===== src/rtl/srsf_pkg.sv =====
`timescale 1ns / 1ps
// ----------------------------------------------------------------------------
// srsf_pkg
// Shared types, codes and helpers for the signed radix symbol formatter.
// ----------------------------------------------------------------------------
package srsf_pkg;

  // sign characters
  localparam logic [7:0] SYM_MINUS = 8'h2D;
  localparam logic [7:0] SYM_PLUS  = 8'h2B;

  // register map (index of each 64-bit register, byte address is 8 * index)
  localparam int         ADDR_W      = 5;
  localparam logic [1:0] REG_SYM_LO  = 2'd0;
  localparam logic [1:0] REG_SYM_HI  = 2'd1;
  localparam logic [1:0] REG_RADIX   = 2'd2;

  // widths that do not vary
  localparam int RADIX_W  = 5;   // radix register width
  localparam int SYM_W    = 8;   // one symbol byte
  localparam int NUM_SLOT = 32;  // slots a 5-bit radix can reach
  localparam int DIG_STEP = 8;   // quotient bits resolved per divide cycle

  // sequencer states
  typedef enum logic [5:0] {
    ST_IDLE  = 6'b000001,
    ST_CHECK = 6'b000010,
    ST_DIV   = 6'b000100,
    ST_SIGN  = 6'b001000,
    ST_READ  = 6'b010000,
    ST_SHOW  = 6'b100000
  } state_t;

  // symbol slot lookup; slots sixteen and above read as zero
  function automatic logic [SYM_W-1:0] sym_at(input logic [63:0] lo,
                                               input logic [63:0] hi,
                                               input logic [RADIX_W-1:0] idx);
    logic [SYM_W-1:0] s;
    if (idx[4]) begin
      s = '0;
    end else if (idx[3]) begin
      s = hi[{idx[2:0], 3'b000} +: SYM_W];
    end else begin
      s = lo[{idx[2:0], 3'b000} +: SYM_W];
    end
    return s;
  endfunction

endpackage


===== src/rtl/signed_radix_symbol_formatter.sv =====
`timescale 1ns / 1ps
// ----------------------------------------------------------------------------
// signed_radix_symbol_formatter
// Formats a signed value as text in the radix of a configured alphabet,
// one symbol byte per output transfer, most significant digit first.
// ----------------------------------------------------------------------------
// Sequence: an alphabet check, one slot at a time, then each digit in the
//   shared divider (8 quotient bits per cycle).
// Throughput: one value at a time; each digit symbol passes through the
//   registered digit memory read port (ST_READ, then ST_SHOW) to be emitted.
// Reset: synchronous active-low rst_n clears the sequencer, the output valid
//   and the configuration registers; the digit memory is not cleared.
module signed_radix_symbol_formatter #(
  parameter int MAX_RADIX  = 16,
  parameter int VALUE_BITS = 32
) (
  input  logic                                clk,
  input  logic                                rst_n,
  // input channel
  input  logic                                in_valid,
  output logic                                in_ready,
  input  logic signed [VALUE_BITS-1:0]        in_value,
  // result channel
  output logic                                out_valid,
  input  logic                                out_ready,
  output logic [srsf_pkg::SYM_W-1:0]          out_symbol,
  output logic                                out_last,
  // configuration port
  input  logic                                psel,
  input  logic                                penable,
  input  logic                                pwrite,
  input  logic [srsf_pkg::ADDR_W-1:0]         paddr,
  input  logic [63:0]                         pwdata,
  output logic [63:0]                         prdata,
  output logic                                pready
);
  import srsf_pkg::*;

  localparam int DIV_CYC = (VALUE_BITS + DIG_STEP - 1) / DIG_STEP;
  localparam int MAG_W   = DIV_CYC * DIG_STEP;
  localparam int DCW     = (DIV_CYC > 1) ? $clog2(DIV_CYC) : 1;
  localparam int AW      = $clog2(VALUE_BITS);
  localparam logic [6:0]     MAX_RADIX_V = 7'(MAX_RADIX);
  localparam logic [DCW-1:0] DCYC_LAST   = DCW'(DIV_CYC - 1);

  // configuration registers
  logic [63:0]         sym_lo_r, sym_hi_r;
  logic [RADIX_W-1:0]  radix_r;

  // sequencer and datapath registers
  state_t              state_r, state_nxt;
  logic                neg_r, neg_nxt;
  logic [MAG_W-1:0]    mag_r, mag_nxt;
  logic [RADIX_W-1:0]  rem_r, rem_nxt;
  logic [DCW-1:0]      dcyc_r, dcyc_nxt;
  logic [RADIX_W-1:0]  chk_r, chk_nxt;
  logic [AW-1:0]       wr_ptr_r, wr_ptr_nxt;
  logic [AW-1:0]       rd_ptr_r, rd_ptr_nxt;
  logic                out_valid_r, out_valid_nxt;
  logic [SYM_W-1:0]    out_symbol_r, out_symbol_nxt;
  logic                out_last_r, out_last_nxt;

  // digit memory
  logic [SYM_W-1:0]    mem [VALUE_BITS];
  logic [SYM_W-1:0]    rd_data_r;
  logic                mem_we;
  logic [SYM_W-1:0]    mem_wdata;

  // misc combinational
  logic                cfg_wr;
  logic [VALUE_BITS-1:0] abs_val;
  logic [SYM_W-1:0]    chk_sym;
  logic                dup_hit;
  logic                sym_bad;
  logic                range_bad;
  logic [MAG_W-1:0]    mag_div;
  logic [RADIX_W-1:0]  rem_div;
  logic                out_room;

  // configuration write and read
  assign pready = 1'b1;
  assign cfg_wr = psel & penable & pwrite;

  always_ff @(posedge clk) begin
    if (!rst_n) begin
      sym_lo_r <= '0;
      sym_hi_r <= '0;
      radix_r  <= '0;
    end else if (cfg_wr) begin
      unique case (paddr[4:3])
        REG_SYM_LO: sym_lo_r <= pwdata;
        REG_SYM_HI: sym_hi_r <= pwdata;
        REG_RADIX:  radix_r  <= pwdata[RADIX_W-1:0];
        default: ;
      endcase
    end
  end

  always_comb begin
    unique case (paddr[4:3])
      REG_SYM_LO: prdata = sym_lo_r;
      REG_SYM_HI: prdata = sym_hi_r;
      REG_RADIX:  prdata = {{(64-RADIX_W){1'b0}}, radix_r};
      default:    prdata = '0;
    endcase
  end

  // magnitude of the incoming value
  assign abs_val = in_value[VALUE_BITS-1] ? (~in_value + 1'b1) : in_value;

  // alphabet check: one slot against all others per cycle
  assign chk_sym   = sym_at(sym_lo_r, sym_hi_r, chk_r);
  assign range_bad = (radix_r < RADIX_W'(2)) || ({2'b00, radix_r} > MAX_RADIX_V);

  always_comb begin
    dup_hit = 1'b0;
    for (int b = 0; b < NUM_SLOT; b++) begin
      if ((RADIX_W'(b) < radix_r) && (RADIX_W'(b) != chk_r) &&
          (sym_at(sym_lo_r, sym_hi_r, RADIX_W'(b)) == chk_sym)) begin
        dup_hit = 1'b1;
      end
    end
  end

  assign sym_bad = dup_hit || (chk_sym == SYM_MINUS) || (chk_sym == SYM_PLUS);

  // shared divider: eight restoring steps per cycle on a narrow remainder
  always_comb begin
    logic [RADIX_W:0]   t;
    logic [RADIX_W-1:0] r;
    logic [DIG_STEP-1:0] bits;
    logic [DIG_STEP-1:0] q;
    r    = rem_r;
    bits = mag_r[MAG_W-1 -: DIG_STEP];
    q    = '0;
    for (int i = DIG_STEP - 1; i >= 0; i--) begin
      t = {r, bits[i]};
      if (t >= {1'b0, radix_r}) begin
        q[i] = 1'b1;
        t    = t - {1'b0, radix_r};
      end
      r = t[RADIX_W-1:0];
    end
    rem_div = r;
    mag_div = (mag_r << DIG_STEP) | MAG_W'(q);
  end

  assign out_room = !out_valid_r || out_ready;

  // sequencer
  always_comb begin
    state_nxt      = state_r;
    neg_nxt        = neg_r;
    mag_nxt        = mag_r;
    rem_nxt        = rem_r;
    dcyc_nxt       = dcyc_r;
    chk_nxt        = chk_r;
    wr_ptr_nxt     = wr_ptr_r;
    rd_ptr_nxt     = rd_ptr_r;
    out_valid_nxt  = out_valid_r && !out_ready;
    out_symbol_nxt = out_symbol_r;
    out_last_nxt   = out_last_r;
    mem_we         = 1'b0;
    mem_wdata      = sym_at(sym_lo_r, sym_hi_r, rem_div);

    unique case (state_r)
      ST_IDLE: begin
        if (in_valid) begin
          neg_nxt    = in_value[VALUE_BITS-1];
          mag_nxt    = MAG_W'(abs_val);
          rem_nxt    = '0;
          dcyc_nxt   = '0;
          chk_nxt    = '0;
          wr_ptr_nxt = '0;
          state_nxt  = ST_CHECK;
        end
      end
      ST_CHECK: begin
        if (range_bad || sym_bad) begin
          state_nxt = ST_IDLE;
        end else if (chk_r == radix_r - RADIX_W'(1)) begin
          state_nxt = ST_DIV;
        end else begin
          chk_nxt = chk_r + RADIX_W'(1);
        end
      end
      ST_DIV: begin
        mag_nxt = mag_div;
        rem_nxt = rem_div;
        if (dcyc_r == DCYC_LAST) begin
          mem_we     = 1'b1;
          rem_nxt    = '0;
          dcyc_nxt   = '0;
          wr_ptr_nxt = wr_ptr_r + AW'(1);
          if (mag_div == '0) begin
            rd_ptr_nxt = wr_ptr_r;
            state_nxt  = ST_SIGN;
          end
        end else begin
          dcyc_nxt = dcyc_r + DCW'(1);
        end
      end
      ST_SIGN: begin
        if (!neg_r) begin
          state_nxt = ST_READ;
        end else if (out_room) begin
          out_valid_nxt  = 1'b1;
          out_symbol_nxt = SYM_MINUS;
          out_last_nxt   = 1'b0;
          state_nxt      = ST_READ;
        end
      end
      ST_READ: begin
        state_nxt = ST_SHOW;
      end
      ST_SHOW: begin
        if (out_room) begin
          out_valid_nxt  = 1'b1;
          out_symbol_nxt = rd_data_r;
          out_last_nxt   = (rd_ptr_r == '0);
          if (rd_ptr_r == '0) begin
            state_nxt = ST_IDLE;
          end else begin
            rd_ptr_nxt = rd_ptr_r - AW'(1);
            state_nxt  = ST_READ;
          end
        end
      end
      default: state_nxt = ST_IDLE;
    endcase
  end

  // control registers
  always_ff @(posedge clk) begin
    if (!rst_n) begin
      state_r     <= ST_IDLE;
      out_valid_r <= 1'b0;
    end else begin
      state_r     <= state_nxt;
      out_valid_r <= out_valid_nxt;
    end
  end

  // payload registers
  always_ff @(posedge clk) begin
    neg_r        <= neg_nxt;
    mag_r        <= mag_nxt;
    rem_r        <= rem_nxt;
    dcyc_r       <= dcyc_nxt;
    chk_r        <= chk_nxt;
    wr_ptr_r     <= wr_ptr_nxt;
    rd_ptr_r     <= rd_ptr_nxt;
    out_symbol_r <= out_symbol_nxt;
    out_last_r   <= out_last_nxt;
  end

  // digit memory, one write and one registered read
  always_ff @(posedge clk) begin
    if (mem_we) begin
      mem[wr_ptr_r] <= mem_wdata;
    end
    rd_data_r <= mem[rd_ptr_r];
  end

  assign in_ready   = (state_r == ST_IDLE);
  assign out_valid  = out_valid_r;
  assign out_symbol = out_symbol_r;
  assign out_last   = out_last_r;

endmodule


===== config.mk =====
export PLATFORM = sky130hd
export DESIGN_NAME = signed_radix_symbol_formatter
export DESIGN_NICKNAME = d
export VERILOG_FILES = /design/src/rtl/srsf_pkg.sv /design/src/rtl/signed_radix_symbol_formatter.sv
export SDC_FILE = /design/constraint.sdc
export NUM_CORES = 1
export LEC_CHECK = 0
export BUFFER_PORTS_ARGS = -buffer_cell sky130_fd_sc_hd__buf_2
export CAP_MARGIN = 20
export CORE_MARGIN = 1
export CORE_UTILIZATION = 49
export CTS_CLUSTER_DIAMETER = 80
export CTS_CLUSTER_SIZE = 28
export DETAILED_ROUTE_END_ITERATION = 12
export PLACE_DENSITY = 0.69
export SLEW_MARGIN = 15
export SYNTH_ARGS = -nofsm -noshare
export SYNTH_HDL_FRONTEND = slang
export SYNTH_SLANG_ARGS = --single-unit

===== constraint.sdc =====
create_clock -name clk -period 16.05 [get_ports clk]
set_input_delay 0.8025 -clock clk [delete_from_list [all_inputs] [get_ports clk]]
set_output_delay 0.8025 -clock clk [all_outputs]
set_load 0.01 [all_outputs]

Word level (Yosys, flattened, before mapping)
Memories as Yosys holds them, arrays and structs flattened. A register that Yosys moved wholly into a read port is not among the register bits.
Cells that the tools add are included.

word-level totals
  output and inout bits = 76
  memories kept = 1
  bits in writable memories = 256
  bits in registers = 204

operators by class
  add/sub/neg operators = 14
  reductions and logical operators = 91
  bitwise logic cells = 4
  muxes and demuxes = 97
  shifts and indexed selects = 4
  $lt $le $gt $ge = 42
  eq/ne operators = 70

memories
  name  words  bits a word  read ports  clocked after memory_dff  wr ports  line                                 RTL
  mem   32     8            1           1                         1         signed_radix_symbol_formatter.sv:64  logic [SYM_W-1:0] mem [VALUE_BITS];

operators by type and width
  operator                                                   count
  variable part select 64 x 7 -> 8 bit                       4
  one-hot mux 64 bit (3 select lines)                        1
  equality test 8 bit                                        16
  two-way mux 5 bit                                          18
  less-than comparator 5 bit, first input constant           16
  != test 5 bit, first input constant                        16
  logical AND 1 bit                                          65
  two-way mux 32 bit                                         2
  one-hot mux 32 bit (2 select lines)                        1
  two-way mux 8 bit                                          7
  two-way mux 1 bit                                          49
  greater-or-equal comparator 6 x 5 -> 1 bit                 8
  two-way mux 6 bit                                          8
  less-than comparator 4 x 5 -> 1 bit, first input constant  8
  != test 4 x 5 -> 1 bit, first input constant               8
  one-hot mux 5 bit (2 select lines)                         4
  subtractor 5 bit                                           8
  one-hot mux 6 bit (6 select lines)                         1
  adder 32 x 1 -> 32 bit, second input constant              1
  zero test 32 bit                                           1
  NOT 32 bit                                                 1
  OR 32 x 8 -> 32 bit                                        1
  less-than comparator 3 x 5 -> 1 bit, first input constant  4
  != test 3 x 5 -> 1 bit, first input constant               4
  38 further kinds                                           70

Depth between registers and ports, before layout
  depth after elaboration = 42
  depth in mapped cells = 79
  gate-level depth less buffers = 75

Least setup slack after synthesis
Ideal clock, no wire load.

  path kind = reg2reg
  from = reg radix_r[1]
  to = mem mem[0][4], data pin
  cell stages (with the launch flop) = 74
  arrival time = 15.597 ns
  buffers on the path = 6
  clock period less this slack = 15.984 ns
  required time = 15.663 ns
  path slack = 0.066 ns
  path through = dfxtp_1 clkbuf_1 inv_1 fa_1 a21oi_1 or2_2 nand2_1 o21ai_0 inv_1 ha_1 and3_1 a31o_2 a211oi_1 and2_1 buf_4 mux2i_1 ha_1 nor2b_1 [... 38 more ...] o2111ai_4 mux2_2 inv_1 ha_1 nand2_1 nand2_1 a21oi_1 nor2b_1 o21ai_0 nand2b_1 o21bai_1 a211o_1 mux2i_1 mux2i_2 buf_4 buf_1 o211ai_1 a22oi_1

on the way
  cells in the longest elaborated chain, start to end = 19

RTL lines
  element                                                                                line                                                                        RTL
  from (decl)                                                                            signed_radix_symbol_formatter.sv:48                                         logic [RADIX_W-1:0] radix_r;
  from (signal assigned)                                                                 signed_radix_symbol_formatter.sv:93                                         REG_RADIX: radix_r <= pwdata[RADIX_W-1:0];
  subtractor 5 bit / greater-or-equal comparator 6 x 5 -> 1 bit (equally long branches)  signed_radix_symbol_formatter.sv:140, signed_radix_symbol_formatter.sv:138
  two-way mux 5 bit                                                                      signed_radix_symbol_formatter.sv:138                                        if (t >= {1'b0, radix_r}) begin
  subtractor 5 bit / greater-or-equal comparator 6 x 5 -> 1 bit (equally long branches)  signed_radix_symbol_formatter.sv:140, signed_radix_symbol_formatter.sv:138
  two-way mux 5 bit                                                                      signed_radix_symbol_formatter.sv:138
  subtractor 5 bit / greater-or-equal comparator 6 x 5 -> 1 bit (equally long branches)  signed_radix_symbol_formatter.sv:140, signed_radix_symbol_formatter.sv:138
  two-way mux 5 bit                                                                      signed_radix_symbol_formatter.sv:138
  subtractor 5 bit / greater-or-equal comparator 6 x 5 -> 1 bit (equally long branches)  signed_radix_symbol_formatter.sv:140, signed_radix_symbol_formatter.sv:138
  two-way mux 5 bit                                                                      signed_radix_symbol_formatter.sv:138
  [... 4 more ...]                                                                       n/a
  subtractor 5 bit / greater-or-equal comparator 6 x 5 -> 1 bit (equally long branches)  signed_radix_symbol_formatter.sv:140, signed_radix_symbol_formatter.sv:138
  two-way mux 5 bit                                                                      signed_radix_symbol_formatter.sv:138
  greater-or-equal comparator 6 x 5 -> 1 bit / subtractor 5 bit (equally long branches)  signed_radix_symbol_formatter.sv:138, signed_radix_symbol_formatter.sv:140
  two-way mux 5 bit *                                                                    signed_radix_symbol_formatter.sv:138
  variable part select 64 x 7 -> 8 bit (on tied branches)                                srsf_pkg.sv:44, srsf_pkg.sv:42
  two-way mux 8 bit                                                                      srsf_pkg.sv:41                                                              end else if (idx[3]) begin
  two-way mux 8 bit *                                                                    srsf_pkg.sv:39                                                              if (idx[4]) begin
  named net mem_wdata[4]                                                                 signed_radix_symbol_formatter.sv:67                                         logic [SYM_W-1:0] mem_wdata;
  to (decl)                                                                              signed_radix_symbol_formatter.sv:64

The timed path passes the listed nets; every way through them passes the cells marked *.

Worst setup path in the final report
  from = reg mag_r[31]
  to = mem mem[4][5], data pin

on the way
  cells in the longest elaborated chain, start to end = 19

RTL lines
  element                                                                                line                                                                        RTL
  from (decl)                                                                            signed_radix_symbol_formatter.sv:53                                         logic [MAG_W-1:0] mag_r, mag_nxt;
  from (signal assigned)                                                                 signed_radix_symbol_formatter.sv:247                                        mag_r <= mag_nxt;
  subtractor 5 bit / greater-or-equal comparator 6 x 5 -> 1 bit (equally long branches)  signed_radix_symbol_formatter.sv:140, signed_radix_symbol_formatter.sv:138
  two-way mux 5 bit *                                                                    signed_radix_symbol_formatter.sv:138
  subtractor 5 bit / greater-or-equal comparator 6 x 5 -> 1 bit (equally long branches)  signed_radix_symbol_formatter.sv:140, signed_radix_symbol_formatter.sv:138
  two-way mux 5 bit *                                                                    signed_radix_symbol_formatter.sv:138
  subtractor 5 bit / greater-or-equal comparator 6 x 5 -> 1 bit (equally long branches)  signed_radix_symbol_formatter.sv:140, signed_radix_symbol_formatter.sv:138
  two-way mux 5 bit *                                                                    signed_radix_symbol_formatter.sv:138
  subtractor 5 bit / greater-or-equal comparator 6 x 5 -> 1 bit (equally long branches)  signed_radix_symbol_formatter.sv:140, signed_radix_symbol_formatter.sv:138
  two-way mux 5 bit *                                                                    signed_radix_symbol_formatter.sv:138
  [... 4 more ...]                                                                       n/a
  subtractor 5 bit / greater-or-equal comparator 6 x 5 -> 1 bit (equally long branches)  signed_radix_symbol_formatter.sv:140, signed_radix_symbol_formatter.sv:138
  two-way mux 5 bit *                                                                    signed_radix_symbol_formatter.sv:138
  subtractor 5 bit / greater-or-equal comparator 6 x 5 -> 1 bit (equally long branches)  signed_radix_symbol_formatter.sv:140, signed_radix_symbol_formatter.sv:138
  two-way mux 5 bit *                                                                    signed_radix_symbol_formatter.sv:138
  variable part select 64 x 7 -> 8 bit (on tied branches)                                srsf_pkg.sv:44, srsf_pkg.sv:42
  two-way mux 8 bit                                                                      srsf_pkg.sv:41
  two-way mux 8 bit *                                                                    srsf_pkg.sv:39
  named net mem_wdata[5]                                                                 signed_radix_symbol_formatter.sv:67

Marks and branches as above.

==> metrics <==
overall die area 54,300 µm²; status finished clean; CTS Buf Count 26; initial antenna violation count 1; Die Span Y 233 µm; DR vias 19.0k; Final setup viols 0; total congestion overflow 0; Post-synth top flop edfxtp_1; Starting Density 49.6%; Clock transition at path regs 0.11 ns; core area 52,700 µm²; Bufs and invs on worst path 8; total routed wirelength 70,900 µm; Max Cap Violations 0; crit path max fanout 32; chip width 233 µm; Hold Path Sink sym_lo_r[52]; HP Class in -> reg; cell count of the worst hold path 3; Avg Inst Size Synth 11.3 µm²; row cnt 84; WP data arrival 15.49 ns; Iter 0 DRT Violations 1,925; cell mode on critical path ha_1; nets 2,602; cell area after synthesis 26,100 µm²; CP endpoint kind flop; Final Hold Viols 0; register bit count reported by yosys 468; sequential fraction of the synthesis area 48.1%; CP Launch Type flop; Slew @ Worst Pin 1.15 ns; Final period util 94.5%; Skew-Pair Late Insertion Delay 0.60 ns; ys async rst share 0%; Placement Cell Area 27,800 µm²; FMAX 0.0660 GHz; Yosys top cell by area edfxtp_1; design area 29,100 µm²; gr usage total 25.9%; Remaining DRCs 0; R2R Path End mem[4][5]; Pre-Repair DR Iteration Count 6; IO Count 184; slowest CP cell fa_1; Syn Inst Count 2,303; first-pass GRT wire length 108,000 µm; fill count 4,391; Ys Warns 0; Layout area overhead 11.1%; mean routed wirelength per cell 22.6 µm; CP peak stage delay 0.45 ns; Longest Clk Path Bufs 3; vias in the first global route 18.3k; reg2reg setup slack 0.89 ns; largest net degree at the start of global routing 103; Synth area leaders edfxtp_1, dfxtp_1, mux4_2; CTS Hold Bufs 0; reg-to-reg startpoint mag_r[31]; multi-input logic area 13,000 µm²; post-synth net total 2,475; critical path's top delay family compound AO/OA/AOI/OAI gates; number of distinct library cells after synthesis 69; root buffer cell clkbuf_16; Post-synth EDFFs 320; Max H-tree Level 1; post-DP HPWL 49,400 µm; CP required 16.38 ns; ANT nets after route 0; fin crit period 15.16 ns; critical path class reg -> reg; share of cells above drive strength 1 20.4%; Worst Hold Launch pwdata[52]; Sequential Area 12,600 µm²; Final Max Tran Viols 0; clock sinks 468; most instantiated cells after synthesis nand2_1, edfxtp_1, nor2_1; Slew headroom 22.8%; top-count cell post-synth nand2_1; Synth top area share 36.8%; IO buf count 179; DR vias/cell 6.06; clk_skew 0.0340 ns; CTS tree done; placer congestion estimate 1.02; r2r worst-path depth 72
per-stage QoR:
step | setup TNS [ns] | hold slack, ns | util [%] | instances | worst slack [ns]
after floorplan | 0 | 0.467 | - | 2303 | 0.0660
after global routing | -5.26 | 0.462 | 55.2 | 3138 | -0.0777
after CTS | 0 | 0.434 | 54.7 | 3132 | 0.0682
after detailed placement | 0 | 0.475 | 52.9 | 3081 | 0.0210
final | 0 | 0.445 | 55.2 | 3139 | 0.888
after global placement | 0 | 0.471 | 52.9 | 3081 | 0.379
routing by layer:
metal | vias up | GRT usage [%] | wire length (µm)
li1 | 8650 | - | -
met3 | 151 | 3.90 | 5520
met5 | - | 0 | 0
met1 | 9421 | 36.2 | 29800
met2 | 798 | 41.7 | 33200
met4 | 0 | 7.99 | 2480
layout by cell type, fill, tap and decap left out, types with 10 or more instances in the layout:
master	n
clkbuf_16	27
ha_1	56
edfxtp_1	320
o21ai_0	71
nor2b_1	23
xnor2_1	88
a21o_1	14
nor2_1	151
nor4_1	25
a21boi_0	130
a31oi_1	10
xor2_1	97
a21oi_1	48
nand3_1	28
buf_4	53
inv_1	53
nor3_1	23
buf_2	177
mux2_2	25
nand4_1	20
mux4_2	120
o211ai_1	11
dfxtp_1	148
a21oi_2	12
nand2_1	362
or2_2	10
mux2i_1	146
worst reg2reg max path: cells and delay by family, from the launching register on:
kind	cells	cell delay (ns)
flops	1	0.43
mux	12	3.64
compound gates	28	4.96
buf+inv	8	0.99
fa+ha+maj	9	3.02
simple gates	15	1.89
logic make-up (layout without fill, tap and decap cells):
logic type                 count (synthesis)  count (layout)  synth area share (%)
AOI/OAI and AO/OA                        377             377                  9.75
DFF                                      468             468                  48.1
other                                      1               2                0.0143
adders and majority gates                 64              64                  3.29
buffers and inverters                    198             345                  3.03
and+or+nand+nor                          703             703                  11.8
xor gates and xnor gates                 185             185                  6.20
muxes                                    307             307                  17.8
repair_timing:
| action | 4_1_cts | 5_1_grt |
|---|---|---|
| endpoints found under the setup margin | 96 | 258 |
| hold endpoints to repair | 0 | 0 |
| pin swaps | 0 | 5 |
| setup buffers | 3 | 6 |
| resized for setup | 0 | 48 |
how the worst max path moves through the flow:
stage | startpoint | end | slack (ns) | cells after the start
2_1_floorplan | radix_r[1] | mem[0][4] | 0.07 | 73
3_3_place_gp | mag_r[31] | mem[0][1] | 0.38 | 70
3_5_place_dp | mag_r[31] | mem[7][7] | 0.02 | 71
4_1_cts | mag_r[31] | mem[16][7] | 0.07 | 71
5_1_grt | mag_r[31] | mem[26][2] | -0.08 | 76
6_report | mag_r[31] | mem[4][5] | 0.89 | 72
state kept, by name, indices dropped and copies added, names as in the netlist, 6 cells and up:
register    cells
mag_r          32
mem           256
out_symbol      8
rd_data_r       8
state_r         6
sym_hi_r       64
sym_lo_r       64
area by class of cell:
| cell class | instances | area share [%] |
|---|---|---|
| multi-input combinational | 1637 | 44.7 |
| sequential | 468 | 43.3 |
| timing repair buffer | 242 | 5.12 |
| tap | 688 | 2.96 |
| clock buffer | 33 | 2.44 |
| clock inverter | 15 | 0.792 |
| inverter | 55 | 0.711 |
| antenna | 1 | 0.00861 |
Power is left out: the tool's default activity adds up to more than one toggle a clock period on the data nets, which glitch-free logic cannot reach.
